$ cat src/rtl/wfr_pkg.sv
package wfr_pkg;

    localparam logic [7:0]  SOF_BYTE   = 8'hAA;
    localparam logic [31:0] CRC_POLY   = 32'h04C1_1DB7;
    localparam logic [31:0] CRC_INIT   = 32'hFFFF_FFFF;
    localparam logic [31:0] CRC_TOPBIT = 32'h8000_0000;

    typedef struct packed {
        logic        frame_start;
        logic        frame_finish;
        logic        byte_valid;
        logic [7:0]  payload_byte;
        logic [31:0] timestamp;
        logic [7:0]  frame_type;
    } item_t;

    typedef struct packed {
        logic [7:0] out_byte;
        logic       run_last;
        logic       frame_end;
    } result_t;

    typedef enum logic [3:0] {
        STEP_SOF,
        STEP_TS0,
        STEP_TS1,
        STEP_TS2,
        STEP_TS3,
        STEP_TYPE,
        STEP_PAYLOAD,
        STEP_CRC0,
        STEP_CRC1,
        STEP_CRC2,
        STEP_CRC3
    } step_t;

    // Control from the sequencer to the CRC unit for the byte emitted this cycle.
    typedef struct packed {
        logic       emit;
        logic       reload;
        logic       absorb;
        logic       fold_pad;
        logic       reinit;
        logic [7:0] data;
    } crc_ctrl_t;

    // Column i holds the CRC of a word with only bit i set after 32 MSB-first shifts.
    function automatic logic [31:0][31:0] crc_fold_columns();
        logic [31:0][31:0] cols;
        logic [31:0]       v;
        for (int i = 0; i < 32; i++)
        begin
            v = 32'h1 << i;
            for (int k = 0; k < 32; k++)
            begin
                if ((v & CRC_TOPBIT) != 32'h0)
                begin
                    v = (v << 1) ^ CRC_POLY;
                end
                else
                begin
                    v = v << 1;
                end
            end
            cols[i] = v;
        end
        return cols;
    endfunction

    localparam logic [31:0][31:0] CRC_COLS = crc_fold_columns();

    // The fold is linear: XOR the columns of the set bits.
    function automatic logic [31:0] crc_fold(input logic [31:0] x);
        logic [31:0] r;
        r = '0;
        for (int i = 0; i < 32; i++)
        begin
            if (x[i])
            begin
                r = r ^ CRC_COLS[i];
            end
        end
        return r;
    endfunction

endpackage

$ cat src/rtl/wfr_crc.sv
module wfr_crc
    import wfr_pkg::*;
(
    input  logic        clk,
    input  logic        rst_n,
    input  crc_ctrl_t   ctrl,
    output logic [31:0] crc_word
);

    logic [31:0] crc_reg, crc_next;
    logic [23:0] word_reg, word_next;
    logic [1:0]  lane_reg, lane_next;

    logic [31:0] crc_base;
    logic [23:0] word_base;
    logic [1:0]  lane_base;
    logic [31:0] pad_word;
    logic [31:0] fold_res;
    logic [31:0] crc_pad;

    always_comb
    begin
        crc_base  = ctrl.reload ? CRC_INIT : crc_reg;
        word_base = ctrl.reload ? 24'h0 : word_reg;
        lane_base = ctrl.reload ? 2'd0 : lane_reg;

        case (lane_base)
            2'd1:    pad_word = {24'hFF_FFFF, word_base[7:0]};
            2'd2:    pad_word = {16'hFFFF, word_base[15:0]};
            2'd3:    pad_word = {8'hFF, word_base};
            default: pad_word = {8'h00, word_base};
        endcase

        fold_res = crc_fold(crc_base ^ (ctrl.absorb ? {ctrl.data, word_base} : pad_word));
        crc_pad  = (lane_base != 2'd0) ? fold_res : crc_base;
        crc_word = ctrl.fold_pad ? crc_pad : crc_reg;

        crc_next  = crc_reg;
        word_next = word_reg;
        lane_next = lane_reg;
        if (ctrl.emit)
        begin
            if (ctrl.absorb)
            begin
                crc_next  = crc_base;
                word_next = word_base;
                lane_next = lane_base + 2'd1;
                case (lane_base)
                    2'd0:    word_next[7:0]   = ctrl.data;
                    2'd1:    word_next[15:8]  = ctrl.data;
                    2'd2:    word_next[23:16] = ctrl.data;
                    default:
                    begin
                        crc_next  = fold_res;
                        word_next = 24'h0;
                    end
                endcase
            end
            if (ctrl.fold_pad)
            begin
                crc_next  = crc_pad;
                word_next = 24'h0;
                lane_next = 2'd0;
            end
            if (ctrl.reinit)
            begin
                crc_next = CRC_INIT;
            end
        end
    end

    always_ff @(posedge clk or negedge rst_n)
    begin
        if (!rst_n)
        begin
            crc_reg  <= CRC_INIT;
            word_reg <= 24'h0;
            lane_reg <= 2'd0;
        end
        else
        begin
            crc_reg  <= crc_next;
            word_reg <= word_next;
            lane_reg <= lane_next;
        end
    end

`ifndef SYNTHESIS
    a_pad_clears_lane: assert property (@(posedge clk) disable iff (!rst_n)
        (ctrl.emit && ctrl.fold_pad) |=> (lane_reg == 2'd0 && word_reg == 24'h0))
        else $error("partial word not cleared after pad fold");
    a_reinit_crc: assert property (@(posedge clk) disable iff (!rst_n)
        (ctrl.emit && ctrl.reinit) |=> (crc_reg == CRC_INIT))
        else $error("crc not reloaded at frame end");
    a_hold_when_idle: assert property (@(posedge clk) disable iff (!rst_n)
        !ctrl.emit |=> ($stable(crc_reg) && $stable(word_reg) && $stable(lane_reg)))
        else $error("crc state moved without an emitted byte");
`endif

endmodule

$ cat src/rtl/wfr_seq.sv
module wfr_seq
    import wfr_pkg::*;
(
    input  logic        clk,
    input  logic        rst_n,
    input  logic        item_valid,
    output logic        item_ready,
    input  item_t       item,
    input  logic        out_free,
    input  logic [31:0] crc_word,
    output crc_ctrl_t   ctrl,
    output logic        emit,
    output result_t     res_next
);

    item_t hold_reg;
    logic  hold_valid_reg, hold_valid_next;
    step_t step_reg, step_next;
    step_t first_step;
    step_t after_step;
    logic  last;
    logic  load;
    logic  has_work;
    logic [7:0] data_byte;
    logic [7:0] cur_byte;

    always_comb
    begin
        has_work = item.frame_start | item.byte_valid | item.frame_finish;
        if (item.frame_start)
        begin
            first_step = STEP_SOF;
        end
        else if (item.byte_valid)
        begin
            first_step = STEP_PAYLOAD;
        end
        else
        begin
            first_step = STEP_CRC0;
        end

        // Pick the step after the current one; last marks the item's final byte.
        last       = 1'b0;
        after_step = step_reg;
        unique case (step_reg)
            STEP_SOF:     after_step = STEP_TS0;
            STEP_TS0:     after_step = STEP_TS1;
            STEP_TS1:     after_step = STEP_TS2;
            STEP_TS2:     after_step = STEP_TS3;
            STEP_TS3:     after_step = STEP_TYPE;
            STEP_TYPE:
            begin
                if (hold_reg.byte_valid)
                begin
                    after_step = STEP_PAYLOAD;
                end
                else if (hold_reg.frame_finish)
                begin
                    after_step = STEP_CRC0;
                end
                else
                begin
                    last = 1'b1;
                end
            end
            STEP_PAYLOAD:
            begin
                if (hold_reg.frame_finish)
                begin
                    after_step = STEP_CRC0;
                end
                else
                begin
                    last = 1'b1;
                end
            end
            STEP_CRC0:    after_step = STEP_CRC1;
            STEP_CRC1:    after_step = STEP_CRC2;
            STEP_CRC2:    after_step = STEP_CRC3;
            STEP_CRC3:    last = 1'b1;
            default:      last = 1'b1;
        endcase

        // Bytes fed to the CRC come from the held request only.
        case (step_reg)
            STEP_SOF:     data_byte = SOF_BYTE;
            STEP_TS0:     data_byte = hold_reg.timestamp[7:0];
            STEP_TS1:     data_byte = hold_reg.timestamp[15:8];
            STEP_TS2:     data_byte = hold_reg.timestamp[23:16];
            STEP_TS3:     data_byte = hold_reg.timestamp[31:24];
            STEP_TYPE:    data_byte = hold_reg.frame_type;
            STEP_PAYLOAD: data_byte = hold_reg.payload_byte;
            default:      data_byte = 8'h00;
        endcase

        case (step_reg)
            STEP_CRC0:    cur_byte = crc_word[7:0];
            STEP_CRC1:    cur_byte = crc_word[15:8];
            STEP_CRC2:    cur_byte = crc_word[23:16];
            STEP_CRC3:    cur_byte = crc_word[31:24];
            default:      cur_byte = data_byte;
        endcase

        emit       = hold_valid_reg & out_free;
        item_ready = !hold_valid_reg | (emit & last);
        load       = item_valid & item_ready & has_work;

        hold_valid_next = hold_valid_reg;
        step_next       = step_reg;
        if (load)
        begin
            hold_valid_next = 1'b1;
            step_next       = first_step;
        end
        else if (emit)
        begin
            hold_valid_next = !last;
            step_next       = after_step;
        end

        ctrl.emit     = emit;
        ctrl.reload   = (step_reg == STEP_SOF);
        ctrl.absorb   = (step_reg <= STEP_PAYLOAD);
        ctrl.fold_pad = (step_reg == STEP_CRC0);
        ctrl.reinit   = (step_reg == STEP_CRC3);
        ctrl.data     = data_byte;

        res_next.out_byte  = cur_byte;
        res_next.run_last  = last;
        res_next.frame_end = (step_reg == STEP_CRC3);
    end

    always_ff @(posedge clk or negedge rst_n)
    begin
        if (!rst_n)
        begin
            hold_valid_reg <= 1'b0;
            step_reg       <= STEP_SOF;
        end
        else
        begin
            hold_valid_reg <= hold_valid_next;
            step_reg       <= step_next;
        end
    end

    always_ff @(posedge clk)
    begin
        if (load)
        begin
            hold_reg <= item;
        end
    end

`ifndef SYNTHESIS
    a_stall_holds_step: assert property (@(posedge clk) disable iff (!rst_n)
        (hold_valid_reg && !emit) |=> (hold_valid_reg && $stable(step_reg)))
        else $error("step moved while output stalled");
    a_crc_end_is_last: assert property (@(posedge clk) disable iff (!rst_n)
        (hold_valid_reg && step_reg == STEP_CRC3) |-> last)
        else $error("final crc byte not marked last");
    a_mid_item_keeps_hold: assert property (@(posedge clk) disable iff (!rst_n)
        (emit && !last) |=> hold_valid_reg)
        else $error("item dropped before its last byte");
`endif

endmodule

$ cat src/rtl/wfr_out.sv
module wfr_out
    import wfr_pkg::*;
(
    input  logic    clk,
    input  logic    rst_n,
    input  logic    emit,
    input  result_t res_next,
    output logic    out_free,
    output logic    res_valid,
    input  logic    res_ready,
    output result_t res
);

    logic    res_valid_reg, res_valid_next;
    result_t res_reg;

    always_comb
    begin
        out_free       = !res_valid_reg | res_ready;
        res_valid_next = emit | (res_valid_reg & !res_ready);
        res_valid      = res_valid_reg;
        res            = res_reg;
    end

    always_ff @(posedge clk or negedge rst_n)
    begin
        if (!rst_n)
        begin
            res_valid_reg <= 1'b0;
        end
        else
        begin
            res_valid_reg <= res_valid_next;
        end
    end

    always_ff @(posedge clk)
    begin
        if (emit)
        begin
            res_reg <= res_next;
        end
    end

endmodule

$ cat src/rtl/crc32_word_framer.sv
// Byte framer with a word-fed CRC-32 (poly 04C11DB7, init all ones, no final xor).
// Request channel: item_valid / item_ready / item. Each request carries flags
// frame_start, byte_valid and frame_finish plus a payload byte, timestamp and type.
// Result channel: res_valid / res_ready / res, one framed byte per result.
// A request expands to up to 11 bytes: start byte 0xAA, timestamp LE and type on
// frame_start; the payload byte on byte_valid; the CRC LE on frame_finish.
// A request is first registered in the hold register; its first byte is then
// emitted into the result register. The sequencer emits one byte per cycle while
// the result register is free; a plain payload byte gives 1 byte, a frame with
// header and CRC up to 11. The next request is taken in the cycle the current
// one's last byte is emitted, so payload bytes stream at one per cycle while the
// receiver keeps up. A request with no flag set is accepted and produces nothing.
// Reset clears the hold and result valid flags and loads the CRC with all ones.
// When the receiver stalls, the result register holds its byte, the sequencer
// holds its step, and item_ready stays low while a request is held.
module crc32_word_framer
    import wfr_pkg::*;
(
    input  logic    clk,
    input  logic    rst_n,
    input  logic    item_valid,
    output logic    item_ready,
    input  item_t   item,
    output logic    res_valid,
    input  logic    res_ready,
    output result_t res
);

    crc_ctrl_t   ctrl;
    logic [31:0] crc_word;
    logic        emit;
    logic        out_free;
    result_t     res_next;

    // Hold the request and walk its bytes.
    wfr_seq u_seq (
        .clk        (clk),
        .rst_n      (rst_n),
        .item_valid (item_valid),
        .item_ready (item_ready),
        .item       (item),
        .out_free   (out_free),
        .crc_word   (crc_word),
        .ctrl       (ctrl),
        .emit       (emit),
        .res_next   (res_next)
    );

    // Pack bytes into words, fold each full word into the CRC and pad a partial word at finish.
    wfr_crc u_crc (
        .clk      (clk),
        .rst_n    (rst_n),
        .ctrl     (ctrl),
        .crc_word (crc_word)
    );

    // Result register parts the sequencer from the receiver.
    wfr_out u_out (
        .clk       (clk),
        .rst_n     (rst_n),
        .emit      (emit),
        .res_next  (res_next),
        .out_free  (out_free),
        .res_valid (res_valid),
        .res_ready (res_ready),
        .res       (res)
    );

endmodule

$ cat config.mk
export PLATFORM = sky130hd
export DESIGN_NAME = crc32_word_framer
export DESIGN_NICKNAME = d
export VERILOG_FILES = /design/src/rtl/wfr_pkg.sv /design/src/rtl/wfr_crc.sv /design/src/rtl/wfr_seq.sv /design/src/rtl/wfr_out.sv /design/src/rtl/crc32_word_framer.sv
export SDC_FILE = /design/constraint.sdc
export NUM_CORES = 1
export LEC_CHECK = 0
export BUFFER_PORTS_ARGS = -buffer_cell sky130_fd_sc_hd__buf_4
export CAP_MARGIN = 40
export CELL_PAD_IN_SITES_DETAIL_PLACEMENT = 1
export CELL_PAD_IN_SITES_GLOBAL_PLACEMENT = 2
export CORE_UTILIZATION = 38
export CTS_CLUSTER_DIAMETER = 80
export DETAILED_ROUTE_END_ITERATION = 8
export HOLD_SLACK_MARGIN = 0.06
export PLACE_DENSITY = 0.88
export SLEW_MARGIN = 0
export SYNTH_ARGS = -nofsm -noshare
export SYNTH_HDL_FRONTEND = slang
export SYNTH_SLANG_ARGS = --single-unit
$ cat constraint.sdc
create_clock -name clk -period 5.16 [get_ports clk]
set_clock_uncertainty 0.05 [all_clocks]
set_input_delay 0.258 -clock clk [delete_from_list [all_inputs] [get_ports clk]]
set_output_delay 0.258 -clock clk [all_outputs]
set_load 0.03 [all_outputs]
# After elaboration in Yosys (flattened, before gate mapping)
# Cells that the tools add are included.
classes:
  addsub: 1
  order_cmp: 1
  n_eq_ne: 13
  muxes: 64
  bitwise: 42
  n_reduce_logical: 19
ops:
  columns: ["op", "n"]
  rows:
  - ["$mux W32", 21]
  - ["$mux W31", 6]
  - ["$mux W30", 4]
  - ["$not A13 Y13", 9]
  - ["$pmux W32 S3", 1]
  - ["$mux W29", 3]
  - ["$mux W24", 3]
  - ["$not A13 Y14", 5]
  - ["$not A15 Y15", 4]
  - ["$mux W28", 2]
  - ["$pmux W8 S7", 1]
  - ["$mux W27", 2]
  - ["$not A12 Y12", 4]
  - ["$not A16 Y16", 3]
  - ["$pmux W8 S2", 3]
  - ["$pmux W4 S10", 1]
  - ["$not A18 Y18", 2]
  - ["$pmux W8 S4", 1]
  - ["$xor A32 B32 Y32", 1]
  - ["$mux W26", 1]
  - ["$mux W25", 1]
  - ["$not A11 Y11", 2]
  - ["$not A20 Y20", 1]
  - ["$not A17 Y17", 1]
  - ["other kinds (25)", 58]
word_totals:
  reg_bits: 124
  elab_cells: 154

# Logic depth before layout (Yosys ltp)
logic_depth:
  word_depth: 73
  depth_mapped: 20

# By module
# Synthesis repeated with hierarchy kept, for this count alone.
hier_totals:
  hier_cells: 935
  area_unflattened_um2: 9841.9
modules_own_cells:
  columns: ["module", "n_inst", "cells_per_inst", "area_per_inst_um2"]
  rows:
  - ["wfr_crc", 1, 708, 6716.4]
  - ["wfr_seq", 1, 214, 2777.7]
  - ["wfr_out", 1, 13, 347.8]

# Least setup slack after synthesis
# No wires, ideal clock.
synth_timing:
  path_type: "register to register"
  start: "register u_seq.step_reg[0]"
  end: "register u_out.res_reg, in the netlist u_out.res[4] (data pin)"
  t_arrival_ps: 4476
  required_ps: 4842
  setup_slack_ps: 367
  stages_incl_launch_ff: 19
  n_path_buf: 7
  synth_period_minus_slack_ps: 4793
  path_cell_list: "dfrtp_1 -> buf_6 -> buf_6 -> nor4_4 -> buf_6 -> buf_4 -> buf_2 -> clkbuf_1 -> nor2_1 -> ha_1 -> nor2_1 -> nor3_2 -> buf_4 -> a2111oi_0 -> a21oi_4 -> xor2_1 -> xnor3_1 -> xnor3_1 -> o211ai_1"
synth_rtl:
  columns: ["item", "line", "rtl"]
  rows:
  - ["start, declared", "wfr_seq.sv:18", "step_t step_reg, step_next;"]
  - ["start signal, assigned", "wfr_seq.sv:144", "step_reg <= step_next;"]
  - ["end signal, assigned", "wfr_out.sv:41", "res_reg <= res_next;"]
  - ["end, declared", "wfr_out.sv:15", "result_t res_reg;"]

==> results.yml <==
status:
  status: "completed"
drt:
  ant_nets: 0
  drc_errors: 0
  drt_pass1_iterations: 5
  drtIter0Drc: 458
  num_vias: 7325
  routed_wl_um: 32600
  avgRoutedWirePerCell_um: 24.9
  viasPerCell: 5.60
clock_tree:
  numCtsBuffers: 17
  cts_resized: 0
  clk_latency_ns: 0.44
  cts_tree: "done"
  cts.clk_slew.worst_paths_ns: 0.07
  post_cts_buffers: 0
  clockRootBuffer: "clkbuf_16"
  cts_sinks: 124
  cts_buffer_depth: 2
  htreeDepth: 4
floorplanning:
  die_y_um: 160
  die-area_um2: 25600
  core_um2: 24400
  io_pins: 67
  start_util_pct: 38.9
  die_w_um: 160
  fp-row-count: 57
placed_design:
  dp_hpwl_um: 22900
  placed_area_um2: 10400
  portBuffers: 66
  place.gp.congestion: 0.912
synthesis:
  synth.most_common_cell: "xnor2_1"
  syn_area_um2: 9490
  syn_nets: 912
  ys_async_sr_fraction_pct: 51.6
  ys_top_cells_by_count: "xnor2_1 (96), nor2_1 (84), a21oi_1 (62), nand2_1 (62)"
  synth_edf_count: 60
  synth_area_leaders: "edfxtp_1 (19%), xnor3_1 (14%), dfstp_2 (8.9%), xnor2_1 (8.9%), dfrtp_1 (8.4%)"
  netlist-cell-type-count: 76
  synth-seq-cells: 124
  ys.flop_type: "edfxtp_1"
  yosys_warnings: 0
  ys_seq_area_share_pct: 36.3
  synth_area_leader_cell: "edfxtp_1"
  postSynthCellCount: 852
  postSynthAreaPerCell_um2: 11.1
  synth_top_area_share_pct: 19.0
critical_path:
  cp-start-kind: "register"
  cp_cell_sequence: "or4_1 -> nand2_1 -> ha_1 -> nor2_1 -> and3_1 -> a21oi_1 -> mux2i_4 -> xor2_1 -> xnor3_1 -> xnor3_1 -> o21ai_1"
  crit_path_frequent_cell: "xnor3_1"
  required_ns: 5.27
  crit_family: "simple AND/OR/NAND/NOR gates"
  reg2reg_from: "u_seq.step_reg[1]$_DFFE_PN0P_"
  critPathCaptureType: "register"
  crit_type: "register to register"
  rr_worst_depth: 11
  r2r_slack_ns: 0.54
  path_buf_inv: 0
  slowest_delay_ns: 0.60
  cp_data_arrival_time_ns: 4.73
  regToRegEndpoint: "u_out.res[5]$_DFFE_PP_"
  slowest_stage: "or4_1"
  critPathMaxFanout: 14
run:
  drv_cap: 0
finish:
  post-route-util_pct: 47.1
  diodes: 0
  largest_register_ffs: 50
  fillers: 2652
  area_growth_pct: 21.1
  drive_above_1_share_pct: 21.1
  final_net_count: 1031
  finalInstanceArea_um2: 11500
global_routing:
  grt_pass1_vias: 7847
  grt_max_degree: 59
  track_usage_pct: 26.4
  antenna_found_initial: 0
  grt_pass1_wl_um: 49800
  grt-ovfl-total: 0
sta:
  relSlewSlack_pct: 40.0
  setup_viol: 0
  fin_crit_ns: 4.62
  rsz0062_at_grt: "false"
  hold_viol_final: 0
  setup-tns-final_ns: 0
  timing.final.crit_share_pct: 89.5
  worstMarginPinSlew_ns: 0.893
  slew_violations: 0
  timing.fmax_mhz: 216
min_path:
  min_path_cells: 3
  hold_path.class: "input pin to register"
  worstHoldStart: "res_ready"
  min_to: "u_out.res_valid$_DFF_PN0_"
## worst max path at each step
stage | start | end | slack [ns] | cells after the start
after floorplan | u_seq.step_reg[0]$_DFFE_PN0P_ | u_out.res[4]$_DFFE_PP_ | 0.37 | 18
after global placement | u_seq.step_reg[1]$_DFFE_PN0P_ | u_out.res[3]$_DFFE_PP_ | 0.71 | 11
after detailed placement | u_seq.step_reg[1]$_DFFE_PN0P_ | u_out.res[5]$_DFFE_PP_ | 0.64 | 11
after CTS | u_seq.step_reg[1]$_DFFE_PN0P_ | u_out.res[5]$_DFFE_PP_ | 0.57 | 11
after global routing | u_seq.step_reg[1]$_DFFE_PN0P_ | u_out.res[5]$_DFFE_PP_ | 0.30 | 11
final | u_seq.step_reg[1]$_DFFE_PN0P_ | u_out.res[5]$_DFFE_PP_ | 0.54 | 11
## per-stage QoR
| stage | setup WS (ns) | cells | hold WS [ns] |
|---|---|---|---|
| floorplan | 0.367 | 852 | -0.0876 |
| CTS | 0.574 | 1308 | 0.113 |
| detailed placement | 0.635 | 1224 | 0.113 |
| global route | 0.296 | 1308 | 0.162 |
| finish | 0.541 | 1308 | 0.137 |
| global placement | 0.712 | 1220 | 0.385 |
## cell families after synthesis
family	Yosys count	share of synthesized area, %
XOR/XNOR	215	31.1
AND/OR/NAND/NOR	260	14.4
buffers and inverters	55	3.03
AO/OA/AOI/OAI	172	11.7
multiplexers	21	2.78
flip-flops	124	36.3
adder cells (fa/ha/maj)	5	0.659
## cells in the final DEF, fill, tap and decap left out, types with 5 or more instances in the layout
cell,n
nand3b_1,27
nand2_1,62
and3_1,9
and2_1,10
nand4b_1,6
dfstp_2,32
clkbuf_16,17
xnor2_1,96
ha_1,5
o21ai_0,47
xor2_1,40
inv_6,6
a21o_1,7
edfxtp_1,60
inv_1,10
nor3_1,15
mux2i_1,16
xor3_1,6
o21a_1,5
buf_4,88
a21oi_1,62
nor3_2,5
dfrtp_1,31
xnor3_1,60
nand3_1,5
nor2_1,83
nor4_1,5
dlygate4sd3_1,52
xnor2_2,6
a22oi_1,5
nand2b_1,8
## per-layer routing
metal | vias up | global-route usage (%) | share of wire (%)
li1 | 3255 | - | -
met1 | 3733 | 34.5 | 43
met2 | 276 | 42.3 | 47
met3 | 61 | 6.26 | 6.9
met4 | 0 | 10.1 | 3.4
met5 | - | 0 | 0
## tightest hold or removal path, stage by stage
cell	delay (ns)
buf_4	0.08
nand2b_1	0.15
nand2b_1	0.08
## cell type report
cell class / count / area [um^2] / area share (%)
Tap cell: 324 / 405 / 3.53
Inverter: 12 / 45.0 / 0.392
Timing Repair Buffer: 143 / 1230 / 10.7
Clock inverter: 15 / 171 / 1.49
Clock buffer: 17 / 425 / 3.70
Multi-Input combinational cell: 673 / 5770 / 50.2
Sequential cell: 124 / 3440 / 30.0
## what timing repair did
item                                    CTS  global route
hold endpoints to repair                 96             0
hold buffers                             52             0
endpoints found under the setup margin    0             0
Power is left out: the tool's default activity adds up to more than one toggle a clock period on the data nets, which glitch-free logic cannot reach.
